==> config.mk <==
export PLATFORM = sky130hd
export DESIGN_NAME = gift64_round_cell
export DESIGN_NICKNAME = d
export VERILOG_FILES = /design/src/design/gift64_pkg.sv /design/src/design/gift64_round_cell.sv
export SDC_FILE = /design/constraint.sdc
export NUM_CORES = 1
export LEC_CHECK = 0
export BUFFER_PORTS_ARGS = -buffer_cell sky130_fd_sc_hd__buf_4
export CORE_MARGIN = 5
export CORE_UTILIZATION = 51
export DETAILED_ROUTE_END_ITERATION = 8
export PLACE_DENSITY = 0.83
export SLEW_MARGIN = 0
export SYNTH_ARGS = -nofsm -noshare
export SYNTH_HDL_FRONTEND = slang
export SYNTH_SLANG_ARGS = --single-unit
==> constraint.sdc <==
create_clock -name clk -period 3.1 [get_ports clk]
set_input_delay 0.31 -clock clk [delete_from_list [all_inputs] [get_ports clk]]
set_output_delay 0.31 -clock clk [all_outputs]
set_load 0.02 [all_outputs]
==> src/design/gift64_pkg.sv <==
`timescale 1ns / 1ps
// Shared types, constants and round functions for the GIFT-64 cipher pipeline.
// Used by gift64_round_cell and gift64_block_cipher; depends on nothing else.
package gift64_pkg;

  // Number of rounds and the round constant table.
  localparam int ROUND_COUNT_DEFAULT = 28;
  localparam int RC_COUNT = 28;

  localparam logic [7:0] ROUND_CONST [RC_COUNT] = '{
    8'h01, 8'h03, 8'h07, 8'h0F, 8'h1F, 8'h3E, 8'h3D, 8'h3B,
    8'h37, 8'h2F, 8'h1E, 8'h3C, 8'h39, 8'h33, 8'h27, 8'h0E,
    8'h1D, 8'h3A, 8'h35, 8'h2B, 8'h16, 8'h2C, 8'h18, 8'h30,
    8'h21, 8'h02, 8'h05, 8'h0B
  };

  // Fixed bit that goes into slice 3 with every round constant.
  localparam logic [15:0] SLICE3_MARK = 16'h8000;

  // Direction codes.
  localparam logic OP_ENCRYPT = 1'b0;
  localparam logic OP_DECRYPT = 1'b1;

  // Configuration register indexes.
  localparam int CFG_INDEX_W = 2;
  localparam logic [CFG_INDEX_W-1:0] REG_KEY_LOW  = 2'd0;
  localparam logic [CFG_INDEX_W-1:0] REG_KEY_HIGH = 2'd1;

  // Four 16-bit slices of the cipher state; element q is slice q.
  typedef logic [3:0][15:0] slices_t;

  // One beat travelling down the chain of round cells.
  typedef struct packed {
    logic    decrypt;
    logic [7:0] tweak;
    slices_t state;
  } beat_t;

  // Rotate a 16-bit word left by n bits.
  function automatic logic [15:0] rotl16(input logic [15:0] x, input logic [3:0] n);
    logic [31:0] t;
    t = {x, x} << n;
    return t[31:16];
  endfunction

  // Spread a 64-bit block into slices: bit i goes to slice i mod 4, position i / 4.
  function automatic slices_t block_to_slices(input logic [63:0] blk);
    slices_t s;
    for (int i = 0; i < 64; i++) begin
      s[i % 4][i / 4] = blk[i];
    end
    return s;
  endfunction

  // Gather slices back into a 64-bit block.
  function automatic logic [63:0] slices_to_block(input slices_t s);
    logic [63:0] blk;
    for (int i = 0; i < 64; i++) begin
      blk[i] = s[i % 4][i / 4];
    end
    return blk;
  endfunction

  // Per-slice bit permutation: bit j moves to j/4 + 4*((3*(j mod 4) + s) mod 4).
  function automatic logic [15:0] perm_fwd(input logic [15:0] x, input int sl);
    logic [15:0] y;
    for (int j = 0; j < 16; j++) begin
      y[(j / 4) + 4 * (((3 * (j % 4)) + sl) % 4)] = x[j];
    end
    return y;
  endfunction

  function automatic logic [15:0] perm_inv(input logic [15:0] x, input int sl);
    logic [15:0] y;
    for (int j = 0; j < 16; j++) begin
      y[j] = x[(j / 4) + 4 * (((3 * (j % 4)) + sl) % 4)];
    end
    return y;
  endfunction

  // Bit-sliced S-box, forward direction.
  function automatic slices_t sbox_fwd(input slices_t s);
    logic [15:0] s0, s1, s2, s3;
    slices_t r;
    s0 = s[0];
    s1 = s[1];
    s2 = s[2];
    s3 = s[3];
    s1 = s1 ^ (s0 & s2);
    s0 = s0 ^ (s1 & s3);
    s2 = s2 ^ (s0 | s1);
    s3 = s3 ^ s2;
    s1 = s1 ^ s3;
    s3 = ~s3;
    s2 = s2 ^ (s0 & s1);
    r[0] = s3;
    r[1] = s1;
    r[2] = s2;
    r[3] = s0;
    return r;
  endfunction

  // Bit-sliced S-box, inverse direction.
  function automatic slices_t sbox_inv(input slices_t s);
    logic [15:0] s0, s1, s2, s3;
    slices_t r;
    s0 = s[3];
    s1 = s[1];
    s2 = s[2];
    s3 = s[0];
    s2 = s2 ^ (s0 & s1);
    s3 = ~s3;
    s1 = s1 ^ s3;
    s3 = s3 ^ s2;
    s2 = s2 ^ (s0 | s1);
    s0 = s0 ^ (s1 & s3);
    s1 = s1 ^ (s0 & s2);
    r[0] = s0;
    r[1] = s1;
    r[2] = s2;
    r[3] = s3;
    return r;
  endfunction

endpackage

==> src/design/gift64_round_cell.sv <==
`timescale 1ns / 1ps
// One cell of the round chain: holds one beat and applies one encryption round
// or one decryption round to it. Depends on gift64_pkg.
module gift64_round_cell import gift64_pkg::*; #(
  parameter int ROUND_COUNT = ROUND_COUNT_DEFAULT,
  parameter int CELL_IDX    = 0
) (
  input  logic         clk,
  input  logic         rst,
  input  logic [63:0]  key_low,
  input  logic [63:0]  key_high,
  input  logic         up_valid,
  output logic         up_ready,
  input  beat_t        up_beat,
  output logic         dn_valid,
  input  logic         dn_ready,
  output beat_t        dn_beat
);

  // Encryption walks the rounds forwards along the chain, decryption backwards.
  localparam int ENC_R = CELL_IDX;
  localparam int DEC_R = ROUND_COUNT - 1 - CELL_IDX;

  // Key pair used by each round and how far its words have been rotated.
  localparam int ENC_PAIR = ENC_R % 4;
  localparam int DEC_PAIR = DEC_R % 4;
  localparam logic [3:0] ENC_ROT_A = 4'((4 * (ENC_R / 4)) % 16);
  localparam logic [3:0] ENC_ROT_B = 4'((14 * (ENC_R / 4)) % 16);
  localparam logic [3:0] DEC_ROT_A = 4'((4 * (DEC_R / 4)) % 16);
  localparam logic [3:0] DEC_ROT_B = 4'((14 * (DEC_R / 4)) % 16);

  // Round constants and tweak placement (every fourth round but the last).
  localparam logic [15:0] ENC_CONST = SLICE3_MARK ^ {8'h00, ROUND_CONST[ENC_R % RC_COUNT]};
  localparam logic [15:0] DEC_CONST = SLICE3_MARK ^ {8'h00, ROUND_CONST[DEC_R % RC_COUNT]};
  localparam bit ENC_TWEAK = (((ENC_R + 1) % 4) == 0) && (ENC_R < ROUND_COUNT - 1);
  localparam bit DEC_TWEAK = (((DEC_R + 1) % 4) == 0) && (DEC_R < ROUND_COUNT - 1);

  logic [127:0] key_full;
  logic [31:0]  enc_pair_words;
  logic [31:0]  dec_pair_words;
  logic [15:0]  enc_ka, enc_kb, dec_ka, dec_kb;
  logic [15:0]  tweak_word;
  slices_t      enc_state, dec_state;
  slices_t      enc_mid, dec_mid;
  logic         take;
  logic         valid;
  beat_t        beat;

  // Round keys are fixed rotations of the held key words.
  assign key_full       = {key_high, key_low};
  assign enc_pair_words = key_full[32*ENC_PAIR +: 32];
  assign dec_pair_words = key_full[32*DEC_PAIR +: 32];
  assign enc_ka         = rotl16(enc_pair_words[15:0], ENC_ROT_A);
  assign enc_kb         = rotl16(enc_pair_words[31:16], ENC_ROT_B);
  assign dec_ka         = rotl16(dec_pair_words[15:0], DEC_ROT_A);
  assign dec_kb         = rotl16(dec_pair_words[31:16], DEC_ROT_B);
  assign tweak_word     = {up_beat.tweak, up_beat.tweak};

  // Forward round: S-box, permutation, key and constant, then the tweak.
  always_comb begin
    enc_mid = sbox_fwd(up_beat.state);
    for (int q = 0; q < 4; q++) begin
      enc_state[q] = perm_fwd(enc_mid[q], q);
    end
    enc_state[0] = enc_state[0] ^ enc_ka;
    enc_state[1] = enc_state[1] ^ enc_kb;
    enc_state[3] = enc_state[3] ^ ENC_CONST;
    if (ENC_TWEAK) begin
      enc_state[2] = enc_state[2] ^ tweak_word;
    end
  end

  // Inverse round: undo constant, tweak and key, then permutation and S-box.
  always_comb begin
    dec_mid    = up_beat.state;
    dec_mid[3] = dec_mid[3] ^ DEC_CONST;
    if (DEC_TWEAK) begin
      dec_mid[2] = dec_mid[2] ^ tweak_word;
    end
    dec_mid[0] = dec_mid[0] ^ dec_ka;
    dec_mid[1] = dec_mid[1] ^ dec_kb;
    for (int q = 0; q < 4; q++) begin
      dec_mid[q] = perm_inv(dec_mid[q], q);
    end
    dec_state = sbox_inv(dec_mid);
  end

  // The cell takes a new beat when it is empty or its own beat moves on.
  assign take     = !valid || dn_ready;
  assign up_ready = take;

  always_ff @(posedge clk) begin
    if (rst) begin
      valid <= 1'b0;
    end else if (take) begin
      valid <= up_valid;
    end
  end

  always_ff @(posedge clk) begin
    if (take && up_valid) begin
      beat.decrypt <= up_beat.decrypt;
      beat.tweak   <= up_beat.tweak;
      beat.state   <= (up_beat.decrypt == OP_DECRYPT) ? dec_state : enc_state;
    end
  end

  assign dn_valid = valid;
  assign dn_beat  = beat;

endmodule

# [Word-level counts from Yosys, hierarchy flattened]
# Cells that the tools add are included.
[totals] out_inout_bits=75 register_bits=74
[op_classes] muxes=1 n_reduce_logical=3 bitwise_logic=28
[op_table] op="$xor 16x16->16" n=16
[op_table] op="$and 16x16->16" n=6
[op_table] op="$mux 64" n=1
[op_table] op="$not 16->16" n=2
[op_table] op="$or 16x16->16" n=2
[op_table] op="$not 4->4" n=1
[op_table] op="$not 2->2" n=1
[op_table] op="$logic_and 1x1->1" n=1
[op_table] op="$logic_not 1->1" n=1
[op_table] op="$logic_or 1x1->1" n=1

# [Depth between registers and ports, before layout]
# Gate-level depths: netlist of the first run.
[logic_depth] depth_word=11 mapped_depth=6

# [Worst setup path before layout of the first run]
# No wires, ideal clock.
[synth_timing] kind="flip-flop to flip-flop" startpoint="register valid (netlist: dn_valid)" endpoint="register beat, in the netlist dn_beat[0], enable pin" arrival_time_ns=2.367 path_slack_ns=0.294 stages_incl_launch_ff=3 synth_period_minus_slack_ns=2.806 t_required_ns=2.661 setup_ns=0.439 cell_sequence="dfxtp_1 nand2b_1 and2_1"
[synth_via] elab_chain_len=3
[synth_lines] item="start, declared" line_no="gift64_round_cell.sv:46" text="logic valid;"
[synth_lines] item="start signal, assigned" line_no="gift64_round_cell.sv:96" text="valid <= up_valid;"
[synth_lines] item="$logic_not 1->1" line_no="gift64_round_cell.sv:89" text="assign take = !valid || dn_ready;"
[synth_lines] item="$logic_or 1x1->1" line_no="gift64_round_cell.sv:89"
[synth_lines] item="named net up_ready" line_no="gift64_round_cell.sv:13" text="output logic up_ready,"
[synth_lines] item="$logic_and 1x1->1" line_no="gift64_round_cell.sv:101" text="if (take && up_valid) begin"
[synth_lines] item="end, declared" line_no="gift64_round_cell.sv:47" text="beat_t beat;"
# The timed path passes the listed nets, and every way through them passes these cells.
# A chain may end at the register's enable or synchronous reset.

# [Worst setup path after layout of the first run]
[layout_timing] startpoint="register valid (netlist: dn_valid)" endpoint="register beat, in the netlist dn_beat[28], enable pin"
[layout_via] elab_chain_len=3
[layout_lines] item="$logic_not 1->1" line_no="gift64_round_cell.sv:89"
[layout_lines] item="$logic_or 1x1->1" line_no="gift64_round_cell.sv:89"
[layout_lines] item="$logic_and 1x1->1" line_no="gift64_round_cell.sv:101"
# No other way between the ends.

==> results of run 1 <==
## final cells by class
type                    count  area [sq um]  share of cell area, %
flip-flops and latches     74          2210                   24.4
multi-input cells         635          4610                   50.9
well taps                 180           225                   2.49
clock inverters             5          55.1                  0.608
inverters                  16          60.1                  0.663
repair buffers            220          1650                   18.2
clock buffers              11           243                   2.68
## path summary, 6_finish.rpt
kind / from / endpoint / depth (start not counted)
max: dn_valid$_SDFFE_PP0N_ / dn_beat[28]$_DFFE_PP_ / 3
min: rst / dn_valid$_SDFFE_PP0N_ / 2
max reg2reg: dn_valid$_SDFFE_PP0N_ / dn_beat[28]$_DFFE_PP_ / 3
min reg2reg: dn_valid$_SDFFE_PP0N_ / dn_valid$_SDFFE_PP0N_ / 2
## power groups by stage
stage	Combinational, mW	Sequential [mW]	Clock, mW
2_1_floorplan	0.859	1.42	0
3_3_place_gp	1.46	1.30	0
3_5_place_dp	1.49	1.30	0
4_1_cts	1.50	1.28	1.08
5_1_grt	1.62	1.29	1.12
6_report	1.49	1.28	1.07
## cells by family after synthesis
logic type      after synthesis  synth area share, %
simple gates                208                 13.6
compound gates              195                 17.3
xor+xnor                    188                 26.4
buf+inv                      95                 6.02
flops                        74                 30.5
mux                          43                 6.04
fa+ha+maj                     1                0.155
## worst max-delay path, delay by kind of cell (launching register included)
kind	cells	cell delay [ps]
and+or+nand+nor	2	630
DFF	1	310
buffers and inverters	1	400
## sequential cells by signal, summed over array words and instances (netlist names)
| register | count |
|---|---|
| dn_beat | 73 |
| dn_valid | 1 |
## stage by stage
stage	util [%]	total power [mW]	hold WS (ps)	setup slack [ps]	instance area, sq um
finish	65.0	3.84	121	1410	9050
CTS	65.0	3.86	107	1390	9050
floorplan	-	2.28	379	294	7250
detailed placement	62.8	2.79	466	1170	8760
global route	65.0	4.02	120	1320	9050
global placement	62.8	2.76	465	1180	8760
## synth_stat cells (all sizes together), types with 8 or more instances
cell type  number
nand3          13
clkbuf         25
nand2b         16
nand2          68
nand3b          8
o21ai          54
a2bb2oi        12
and3           12
a211o          10
xor2           31
a21oi          56
nor2           57
o211ai         11
nor2b          10
inv            16
mux2i          37
xnor2         153
o22ai           8
edfxtp         73
buf            54
## metal layers
layer | up-vias | routed length (um) | track usage, % | part of all wire (%)
li1 | 3108 | - | - | -
met1 | 2993 | 8320 | 32.0 | 40
met2 | 284 | 10000 | 39.6 | 49
met3 | 15 | 2030 | 3.87 | 9.8
met4 | 0 | 297 | 6.86 | 1.4
met5 | - | 0 | 0 | 0
## cells in the final DEF (no fill, tap or decap), types with 8 or more instances in the layout
cell,netlist,layout
sky130_fd_sc_hd__nand3_1,13,13
sky130_fd_sc_hd__o211ai_1,11,11
sky130_fd_sc_hd__inv_1,15,15
sky130_fd_sc_hd__xnor2_1,140,140
sky130_fd_sc_hd__nor2b_1,10,10
sky130_fd_sc_hd__o21ai_1,22,22
sky130_fd_sc_hd__buf_4,1,220
sky130_fd_sc_hd__a211o_1,10,10
sky130_fd_sc_hd__nand3b_1,8,8
sky130_fd_sc_hd__o21ai_0,32,32
sky130_fd_sc_hd__nand2b_1,16,16
sky130_fd_sc_hd__nor2_1,57,57
sky130_fd_sc_hd__nand2_1,68,68
sky130_fd_sc_hd__xnor2_2,13,13
sky130_fd_sc_hd__edfxtp_1,73,73
sky130_fd_sc_hd__a2bb2oi_1,12,12
sky130_fd_sc_hd__and3_1,12,12
sky130_fd_sc_hd__clkbuf_16,0,9
sky130_fd_sc_hd__mux2i_1,37,37
sky130_fd_sc_hd__a21oi_1,56,56
sky130_fd_sc_hd__xor2_1,17,17
sky130_fd_sc_hd__o22ai_1,8,8
sky130_fd_sc_hd__xor2_2,13,13
==> impl_summary.txt, run 1 <==
----------------------------------------------------
[Outcome]
  Result of the run ... completed

[Synthesis]
  Portion of the post-synthesis area used by sequential elements ... 30.5%
  Count of different cell masters after synthesis ... 59
  Yosys warnings ... 0
  Cell area after synthesis ... 7250 sq um
  Post-synth top area share ... between 30% and 40%
  Biggest area contributors in the synthesized netlist ... sky130_fd_sc_hd__edfxtp_1 30%, sky130_fd_sc_hd__xnor2_1 17%, sky130_fd_sc_hd__mux2i_1 5.1%, sky130_fd_sc_hd__a21oi_1 3.9%, sky130_fd_sc_hd__nand2_1 3.5%
  Post-Synthesis Cells ... approximately 800
  Number of synthesized flops with an enable pin ... 73
  Flops & latches, synth ... 74
  Post-synthesis async set-or-reset flop share ... 0%
  Syn avg cell area ... ~9.0 sq um
  Top FF cell, synth ... sky130_fd_sc_hd__edfxtp_1
  Cell taking the most area after synthesis ... sky130_fd_sc_hd__edfxtp_1
  Synth Net Count ... ~1000

[STA]
  Final period demand of the worst path ... 1690 ps
  Least-Margin Pin Slew ... about 800 ps
  Total negative setup slack ... 0 ps
  Setup repair after global routing missed its margin ... no
  Final Hold Violating Endpoints ... 0
  Final Cycle Share ... between 50% and 60%
  Max-slew headroom ... 46.1%
  F_max ... around 0.6 GHz
  Max-slew violation total from the final report ... 0
  Number of setup violations in the final report ... 0
  Clock skew after layout ... ~7.6 ps

[Critical path]
  Path type of the worst setup path ... reg -> reg
  CP endpoint kind ... register
  Worst stage delay on the critical path ... between 500 and 600 ps
  Required time of the critical path ... around 3100 ps
  Worst setup slack for register-to-register paths ... about 1400 ps
  Critical path startpoint category ... register
  Cells along the critical path ... nand2b_1, and2_4, buf_4
  Cell type of the slowest stage on the worst timing path ... sky130_fd_sc_hd__and2_4
  Arrival time of data at the critical path endpoint ... about 1700 ps
  Critical path fanouts, max ... between 40 and 50

[Clock network]
  CTS H-tree lvls ... 3
  CTS tree ... done
  Hold bufs inserted after CTS ... 0
  Worst-skew pair later-pin latency ... around 340 ps
  Clock root buffer ... sky130_fd_sc_hd__clkbuf_16
  Total clock buffers created by CTS ... 9
  Clock transition at the register clock pins on the worst setup and hold paths after CTS ... ~60 ps
  Sinks on Clock Net ... 74
  CTS-repair resized insts ... 0
  Post-CTS Setup Repair Bufs ... 0
  Maximum count of clock buffers along a single path ... 2

[Routing]
  DRC errors left ... 0
  Drt initial violations ... 600
  Post-detailed-route via-to-cell ratio ... about 5.6
  WL per Instance ... ~18 um
  Detailed-routing iteration count for the pre-antenna-repair pass ... 5
  Via count ... 6400
  Total detailed-routing wirelength ... about 21000 um
  Final antenna-violating net count ... 0

[GRT]
  Antenna violations before repair ... 0
  Overall track demand over capacity in global routing ... about a quarter
  Largest net degree at the start of global routing ... 74
  Wire length of the first global-routing pass ... around 30000 um
  Number of global-route vias before repair ... 5774
  Global-route congestion overflow total ... 0

[Power]
  Fraction of power consumed by combinational cells ... about two fifths
  Leakage power of the design ... approximately 3.6 nW
  Switch share ... ~33%
  Internal power contribution ... approximately 2.6 mW
  VDD IR-drop max ... between 200 and 250 uV
  Fraction of power consumed by sequential logic ... roughly 33%
  Switching power total ... about 1.3 mW
  Proportion of power drawn by the clock network ... 27.8%
  Total power per unit cell area ... roughly 420 nW/um^2

[Placement]
  Number of input and output port buffers inserted ... 215
  DP Cell Count ... between 1000 and 1500
  Placer Congestion ... approximately 0.87
  HPWL after detailed placement ... between 15000 and 20000 um

[Finish]
  Post-route insts no fill ... around 1100
  Number of nets in the layout ... approximately 1200
  Layout Area Growth over Synthesis ... 24.8%
  Antenna fix cells ... 0
  Share of layout cells above drive strength 1 ... 27.7%
  Fill cell count ... between 1000 and 1500

[Hold path]
  Class of the worst hold path ... in -> reg

[Floorplan]
  Core outline area ... 13900 sq um
  Number of I/O pins ... 280
  Initial cell density of the core ... 52.1%
  Number of cell rows ... 43
  Die outline area ... 16700 sq um
  Die height ... ~130 um
  Horizontal extent of the die ... about 130 um

[Run]
  Max-cap viol count ... 0

----------------------------------------------------
Power figures use the tool's default switching activity.
==> run 2: changes to the inputs <==
--- a/config.mk
+++ b/config.mk
@@ -5,11 +5,12 @@
 export SDC_FILE = /design/constraint.sdc
 export NUM_CORES = 1
 export LEC_CHECK = 0
+export ABC_AREA = 1
 export BUFFER_PORTS_ARGS = -buffer_cell sky130_fd_sc_hd__buf_4
 export CORE_MARGIN = 5
-export CORE_UTILIZATION = 51
+export CORE_UTILIZATION = 46
 export DETAILED_ROUTE_END_ITERATION = 8
-export PLACE_DENSITY = 0.83
+export PLACE_DENSITY = 0.78
 export SLEW_MARGIN = 0
 export SYNTH_ARGS = -nofsm -noshare
 export SYNTH_HDL_FRONTEND = slang
==> constraint.sdc (replaced) <==
create_clock -name clk -period 1.5 [get_ports clk]
set_input_delay 0.15 -clock clk [delete_from_list [all_inputs] [get_ports clk]]
set_output_delay 0.15 -clock clk [all_outputs]
set_load 0.02 [all_outputs]
==> run 2 against run 1 <==
- global-route usage grew 2.5 points
- sequential power grew 110%
- clock skew fell by 1.5 ps
- largest power group unchanged
==> impl_summary.txt, run 2 <==
----------------------------------------------------
[Critical path]
  Critical path startpoint category ... primary input
  Bufs and invs on worst path ... 1 (unchanged)
  Path type of the worst setup path ... in -> reg
  Critical path fanouts, max ... 5 (-88%)
  Required time of the critical path ... 1600 ps (-1520 ps)
  Worst stage delay on the critical path ... 330 ps (-200 ps)
  Arrival time of data at the critical path endpoint ... 1450 ps (-260 ps)
  Cell class contributing the biggest share of worst-path delay ... simple AND/OR/NAND/NOR gates
  Cell type of the slowest stage on the worst timing path ... sky130_fd_sc_hd__xnor2_1
  CP endpoint kind ... register
  Cells along the critical path ... buf_4, o21ai_0, nand2_1, xor2_2, xnor2_1, nand3_1, nand3_1, nand2_1

[Placement]
  HPWL after detailed placement ... 20600 um (+32%)
  Worst setup timing slack at the placement stage ... -181 ps (-1350 ps)
  Placer Congestion ... 0.946 (+9.2%)
  Number of input and output port buffers inserted ... 215 (unchanged)

[Routing]
  Total detailed-routing wirelength ... 25100 um (+21%)
  Final antenna-violating net count ... 0 (unchanged)
  Drt initial violations ... 662 (+10%)
  DRC errors left ... 0 (unchanged)
  Detailed-routing iteration count for the pre-antenna-repair pass ... 6 (+1)
  Via count ... 8855 (+38%)
  Post-detailed-route via-to-cell ratio ... 5.09 (-9.2%)
  WL per Instance ... 14.4 um (-20%)

[Finish]
  Sequential standard cell area ... 2220 sq um (+0.17%)
  Max FFs per register ... 73 (unchanged)
  Finished Core Util ... 67.5% (+2.6 points)
  Antenna fix cells ... 0 (unchanged)
  Most common library cell in the layout ignoring fill and taps ... sky130_fd_sc_hd__nand2_1
  Share of layout cells above drive strength 1 ... 27.5% (-0.17 points)
  Fill cell count ... 1421 (+21%)
  Multi-input gate area ... 4590 sq um (-0.33%)
  Layout Area Growth over Synthesis ... 43.1%
  Number of nets in the layout ... 1723 (+48%)
  Top library cells by usage in the layout, fill and taps aside ... 424 x sky130_fd_sc_hd__nand2_1, 360 x sky130_fd_sc_hd__buf_4, 208 x sky130_fd_sc_hd__nand3_1, 144 x sky130_fd_sc_hd__inv_1, 73 x sky130_fd_sc_hd__edfxtp_1

[STA]
  Least-Margin Pin Slew ... 372 ps (-437 ps)
  Max-slew violation total from the final report ... 0 (unchanged)
  Total negative setup slack ... 0 ps (unchanged)
  Number of setup violations in the final report ... 0 (unchanged)
  Setup ws final ... 151 ps (-1260 ps)
  Clock skew after layout ... 6.09 ps (-1.50 ps)
  Setup repair after global routing missed its margin ... no
  Final Cycle Share ... 89.9%
  F_max ... about 0.74 GHz
  Final Hold Violating Endpoints ... 0 (unchanged)
  Max-slew headroom ... 75.0% (+29 points)
  Final period demand of the worst path ... ~1300 ps

[Power]
  Total power per unit cell area ... 794 nW/um^2 (+87%)
  VDD IR-drop max ... 584 uV (+140%)
  Leakage power of the design ... 5.79 nW (+59%)

[Floorplan]
  Die height ... 138 um (+6.7%)
  Number of cell rows ... 46 (+7.0%)
  Die outline area ... 19000 sq um (+14%)
  Number of I/O pins ... 280 (unchanged)
  Horizontal extent of the die ... 138 um (+6.7%)
  Initial cell density of the core ... 47.2% (-4.8 points)
  Core outline area ... 15900 sq um (+14%)

[Synthesis]
  Top FF cell, synth ... sky130_fd_sc_hd__edfxtp_1
  Cell with the most instances after synthesis ... sky130_fd_sc_hd__nand2_1
  Biggest area contributors in the synthesized netlist ... sky130_fd_sc_hd__edfxtp_1 29%, sky130_fd_sc_hd__nand2_1 21%, sky130_fd_sc_hd__nand3_1 14%, sky130_fd_sc_hd__inv_1 7.2%, sky130_fd_sc_hd__xor2_1 6.6%
  Number of synthesized flops with an enable pin ... 73 (unchanged)
  Flops & latches, synth ... 74 (unchanged)
  Synth Net Count ... 1370 (+36%)
  Syn avg cell area ... 6.46 sq um (-28%)
  Yosys warnings ... 0 (unchanged)
  Portion of the post-synthesis area used by sequential elements ... 29.4% (-1.1 points)
  Post-synth top area share ... 29.1% (-1.1 points)
  Post-synthesis async set-or-reset flop share ... 0% (unchanged)
  Cell area after synthesis ... 7530 sq um (+3.8%)
  Top cell types by occurrence after synthesis ... 424 x sky130_fd_sc_hd__nand2_1, 208 x sky130_fd_sc_hd__nand3_1, 144 x sky130_fd_sc_hd__inv_1
  Count of different cell masters after synthesis ... 34 (-42%)
  Post-Synthesis Cells ... 1165 (+45%)
  Cell taking the most area after synthesis ... sky130_fd_sc_hd__edfxtp_1

[Clock network]
  Clock root buffer ... sky130_fd_sc_hd__clkbuf_16
  Worst-skew pair later-pin latency ... 350 ps (about the same)
  Clock transition at the register clock pins on the worst setup and hold paths after CTS ... 60 ps (about the same)
  Sinks on Clock Net ... 74 (unchanged)
  Maximum count of clock buffers along a single path ... 2 (unchanged)
  Total clock buffers created by CTS ... 9 (unchanged)
  CTS tree ... done
  CTS H-tree lvls ... 3 (unchanged)

[Run]
  Max-cap viol count ... 0 (unchanged)

[GRT]
  Wire length of the first global-routing pass ... 39200 um (+28%)
  Antenna violations before repair ... 0 (unchanged)
  Largest net degree at the start of global routing ... 53 (-28%)
  Number of global-route vias before repair ... 8223 (+42%)
  Overall track demand over capacity in global routing ... 26.3% (+2.5 points)
  Global-route congestion overflow total ... 0 (unchanged)

[Hold path]
  Class of the worst hold path ... in -> reg

[Outcome]
  Result of the run ... completed

----------------------------------------------------
[run 2: changes by cell type in the layout (fill, tap and decap cells not counted), moves of 52 or more]
cell                      delta
sky130_fd_sc_hd__nand2_1   +356
sky130_fd_sc_hd__a21oi_1    -52
sky130_fd_sc_hd__xnor2_1   -117
sky130_fd_sc_hd__inv_1     +129
sky130_fd_sc_hd__buf_4     +140
sky130_fd_sc_hd__nand3_1   +195
[run 2: cells by family after synthesis]
logic type | synth area share (%)
DFF | 29.4
buffers and inverters | 9.79
AOI/OAI and AO/OA | 5.35
xor gates and xnor gates | 11.7
and+or+nand+nor | 43.8
[run 2: tightest hold or removal path, cell delays in order]
cell                      delay, ps
sky130_fd_sc_hd__buf_4           80
sky130_fd_sc_hd__inv_1           60
sky130_fd_sc_hd__a21oi_1        130
[run 2: routing by layer]
metal | wire (um) | vias to the layer above | track usage (%)
met1 | 10400 | 3961 | 33.7
met2 | 11700 | 325 | 43.8
li1 | - | 4510 | -
met3 | 2060 | 59 | 4.39
met4 | 925 | 0 | 11.0
met5 | 0 | - | 0
[run 2: layout make-up]
cell class              count  area share, %
well taps                 216           2.51
inverters                 151           5.26
multi-input cells         910           42.6
clock inverters             7          0.418
repair buffers            372           26.5
flip-flops and latches     74           20.6
clock buffers               9           2.09
[run 2: what timing repair did]
action,in CTS,in global routing
hold buffers,9,0
setup buffers,0,0
resized for setup,0,1
endpoints found under the hold margin,9,0
setup endpoints to repair,0,1
[run 2: per-stage QoR]
step / cells / power (mW) / area [sq um] / hold slack (ps)
after global routing: 1739 / 9.10 / 10800 / 148
final: 1739 / 8.55 / 10800 / 115
after detailed placement: 1714 / 6.51 / 10400 / 298
after floorplan: 1165 / 4.78 / 7540 / 209
after CTS: 1739 / 8.56 / 10800 / 96.5
after global placement: 1714 / 6.42 / 10400 / 294
[run 2: where the power goes]
| part | switching [mW] | internal [mW] | leakage (nW) | total [mW] |
|---|---|---|---|---|
| sequential | 0.0897 | 2.57 | 0.720 | 2.66 |
| clock | 0.913 | 1.12 | 0.137 | 2.03 |
| combinational | 2.16 | 1.70 | 4.94 | 3.86 |
| total | 3.17 | 5.38 | 5.79 | 8.55 |
[run 2: path summary, 6_finish.rpt]
check	slack [ps]	cells after the start	to	from
max	150	8	dn_beat[40]$_DFFE_PP_	up_beat[0]
min	120	3	dn_valid$_SDFFE_PP0N_	up_valid
max reg2reg	290	2	dn_beat[34]$_DFFE_PP_	dn_valid$_SDFFE_PP0N_
min reg2reg	530	2	dn_valid$_SDFFE_PP0N_	dn_valid$_SDFFE_PP0N_
==> run 3: changes to the inputs <==
--- a/config.mk
+++ b/config.mk
@@ -6,7 +6,7 @@
 export NUM_CORES = 1
 export LEC_CHECK = 0
 export ABC_AREA = 1
-export BUFFER_PORTS_ARGS = -buffer_cell sky130_fd_sc_hd__buf_4
+export BUFFER_PORTS_ARGS = -buffer_cell sky130_fd_sc_hd__clkbuf_2
 export CORE_MARGIN = 5
 export CORE_UTILIZATION = 46
 export DETAILED_ROUTE_END_ITERATION = 8
==> run 3 against run 2 <==
- sequential power barely moved
- maximum frequency down 2.5%
- global-route usage is essentially flat
- clock power about the same
- worst hold slack got worse by 18 ps
- via count up 1.8%
- count of clock-buffer cells in the layout stayed put
- combinational power is 1% lower
- routed wire length grew 0.70%
- power down 0.74%
- non-clock buffer count up 45
- cell count up 2.6%
==> impl_summary.txt, run 3 (same netlist as run 2, synthesis figures left out) <==
----------------------------------------------------
[Critical path]
  Cell class contributing the biggest share of worst-path delay ... simple AND/OR/NAND/NOR gates
  Most repeated library cell on the critical path ... sky130_fd_sc_hd__nand2_1
  Bufs and invs on worst path ... 2 (+1)
  Critical path fanouts, max ... 3 (-2)
  Cells along the critical path ... clkbuf_2, buf_4, nand2_1, nand2_1, nand2_1, nor2_1, xor2_2, nand2_1, nand2_1, nand2_1, nand2_1, nand2_1
  Worst stage delay on the critical path ... 260 ps (-70 ps)
  Critical path startpoint category ... primary input
  Arrival time of data at the critical path endpoint ... 1480 ps (+30 ps)
  Cell type of the slowest stage on the worst timing path ... sky130_fd_sc_hd__xor2_2
  Path type of the worst setup path ... in -> reg
  Required time of the critical path ... 1600 ps (about the same)
  CP endpoint kind ... register

[Power]
  Total power per unit cell area ... 800 nW/um^2 (+0.70%)
  Internal power contribution ... 5.29 mW (-1.8%)
  VDD IR-drop max ... 554 uV (-5.1%)
  Fraction of power consumed by combinational cells ... 44.9% (-0.3 points)
  Leakage power of the design ... 5.87 nW (+1.3%)
  Switching power total ... 3.20 mW (+1.0%)
  Switch share ... 37.7% (+0.67 points)
  Fraction of power consumed by sequential logic ... 31.2% (about the same)
  Proportion of power drawn by the clock network ... 23.9% (+0.2 points)

[Routing]
  Drt initial violations ... 698 (+5.4%)
  Via count ... 9014 (+1.8%)
  DRC errors left ... 0 (unchanged)
  WL per Instance ... 14.1 um (-1.9%)
  Post-detailed-route via-to-cell ratio ... 5.05 (-0.83%)
  Detailed-routing iteration count for the pre-antenna-repair pass ... 5 (-1)
  Final antenna-violating net count ... 0 (unchanged)
  Total detailed-routing wirelength ... 25200 um (+0.70%)

[Run]
  Max-cap viol count ... 0 (unchanged)

[Clock network]
  CTS tree ... done
  Worst-skew pair later-pin latency ... 350 ps (about the same)
  CTS H-tree lvls ... 3 (unchanged)
  Clock root buffer ... sky130_fd_sc_hd__clkbuf_16
  Clock transition at the register clock pins on the worst setup and hold paths after CTS ... 60 ps (about the same)
  Total clock buffers created by CTS ... 9 (unchanged)
  Maximum count of clock buffers along a single path ... 2 (unchanged)
  Sinks on Clock Net ... 74 (unchanged)

[Finish]
  Layout Area Growth over Synthesis ... 41.0%
  Number of nets in the layout ... 1768 (+2.6%)
  Finished Core Util ... 66.6% (-0.97 points)
  Top library cells by usage in the layout, fill and taps aside ... 422 x sky130_fd_sc_hd__nand2_1, 215 x sky130_fd_sc_hd__clkbuf_2, 208 x sky130_fd_sc_hd__nand3_1, 189 x sky130_fd_sc_hd__buf_4, 144 x sky130_fd_sc_hd__inv_1
  Post-route insts no fill ... 1785 (+2.6%)
  Share of layout cells above drive strength 1 ... 29.9% (+2.4 points)
  Max FFs per register ... 73 (unchanged)
  Design Area, Final ... 10600 sq um (-1.4%)
  Most common library cell in the layout ignoring fill and taps ... sky130_fd_sc_hd__nand2_1

[STA]
  Max-slew violation total from the final report ... 0 (unchanged)
  Worst Hold Margin ... 97.1 ps (-17.9 ps)
  F_max ... 0.723 GHz (-2.5%)
  Final Hold Violating Endpoints ... 0 (unchanged)
  Final Cycle Share ... 92.2% (+2.3 points)
  Max-slew headroom ... 78.7% (+3.7 points)
  Least-Margin Pin Slew ... 318 ps (-54.2 ps)
  Setup repair after global routing missed its margin ... no
  Clock skew after layout ... 7.04 ps (+0.951 ps)
  Final period demand of the worst path ... 1380 ps (+34.7 ps)
  Number of setup violations in the final report ... 0 (unchanged)

[GRT]
  Number of global-route vias before repair ... 8434 (+2.6%)
  Wire length of the first global-routing pass ... 39400 um (+0.49%)
  Global-route congestion overflow total ... 0 (unchanged)
  Antenna violations before repair ... 1 (+1)
  Largest net degree at the start of global routing ... 40 (-25%)
  Overall track demand over capacity in global routing ... 26.3% (about the same)

[Floorplan]
  Die outline area ... 19000 sq um (unchanged)
  Number of I/O pins ... 280 (unchanged)
  Horizontal extent of the die ... 138 um (unchanged)
  Number of cell rows ... 46 (unchanged)
  Initial cell density of the core ... 47.2% (unchanged)
  Core outline area ... 15900 sq um (unchanged)
  Die height ... 138 um (unchanged)

[Placement]
  Placer Congestion ... 0.952 (+0.55%)
  HPWL after detailed placement ... 21000 um (+2.0%)
  DP Cell Count ... 1759 (+2.6%)
  Number of input and output port buffers inserted ... 215 (unchanged)
  Placed Area ... 10200 sq um (-1.8%)

[Outcome]
  Result of the run ... completed

[Hold path]
  Class of the worst hold path ... in -> reg

----------------------------------------------------
[run 3: cell count changes in the layout (fill, tap and decap cells not counted), sizes merged]
cell,change
clkbuf,+215
buf,-170
clkinv,-3
clkinvlp,+3
diode,+1
[run 3: power by group through the flow]
stage	sequential, mW	combinational, mW	clock (mW)
2_1_floorplan	2.94	1.85	0
3_3_place_gp	2.69	3.66	0
3_5_place_dp	2.69	3.75	0
4_1_cts	2.65	3.79	2.06
5_1_grt	2.66	4.23	2.16
6_report	2.65	3.81	2.03
[run 3: final timing paths]
path	from	endpoint	slack [ps]	depth (start not counted)
setup / recovery	up_beat[8]	dn_beat[42]$_DFFE_PP_	120	12
hold / removal	up_valid	dn_valid$_SDFFE_PP0N_	100	3
setup reg to reg	dn_valid$_SDFFE_PP0N_	dn_beat[2]$_DFFE_PP_	360	2
hold reg to reg	dn_valid$_SDFFE_PP0N_	dn_valid$_SDFFE_PP0N_	520	2
[run 3: layout make-up]
type	count	area (sq um)
antenna	1	2.50
fill	1419	5330
clock buffer	9	225
multi-input combinational	910	4620
clock inverter	7	45.0
tap	216	270
inverter	151	567
timing repair buffer	417	2670
sequential	74	2220
[run 3: stage by stage]
step           total power [mW]  TNS (ps)  worst slack (ps)
6_report                   8.49         0               116
3_3_place_gp               6.34     -3160              -252
5_1_grt                    9.05         0              5.20
3_5_place_dp               6.44     -4790              -255
2_1_floorplan              4.78    -39180              -537
4_1_cts                    8.50         0              95.4
[run 3: repair_timing]
action	CTS	global route
resized for setup	0	6
hold buffers	9	0
hold endpoints to repair	9	0
setup endpoints to repair	0	5
setup buffers	0	0
[run 3: routing by layer]
| metal | up-vias | wire (um) | track usage (%) |
|---|---|---|---|
| met5 | - | 0 | 0 |
| met4 | 0 | 748 | 8.95 |
| met3 | 49 | 1960 | 4.35 |
| met2 | 312 | 11900 | 44.4 |
| met1 | 4053 | 10600 | 34.2 |
| li1 | 4600 | - | - |
[run 3: tightest hold or removal path: stages]
cell and delay [ps]:
sky130_fd_sc_hd__clkbuf_2 80, sky130_fd_sc_hd__inv_1 100, sky130_fd_sc_hd__a21oi_1 70
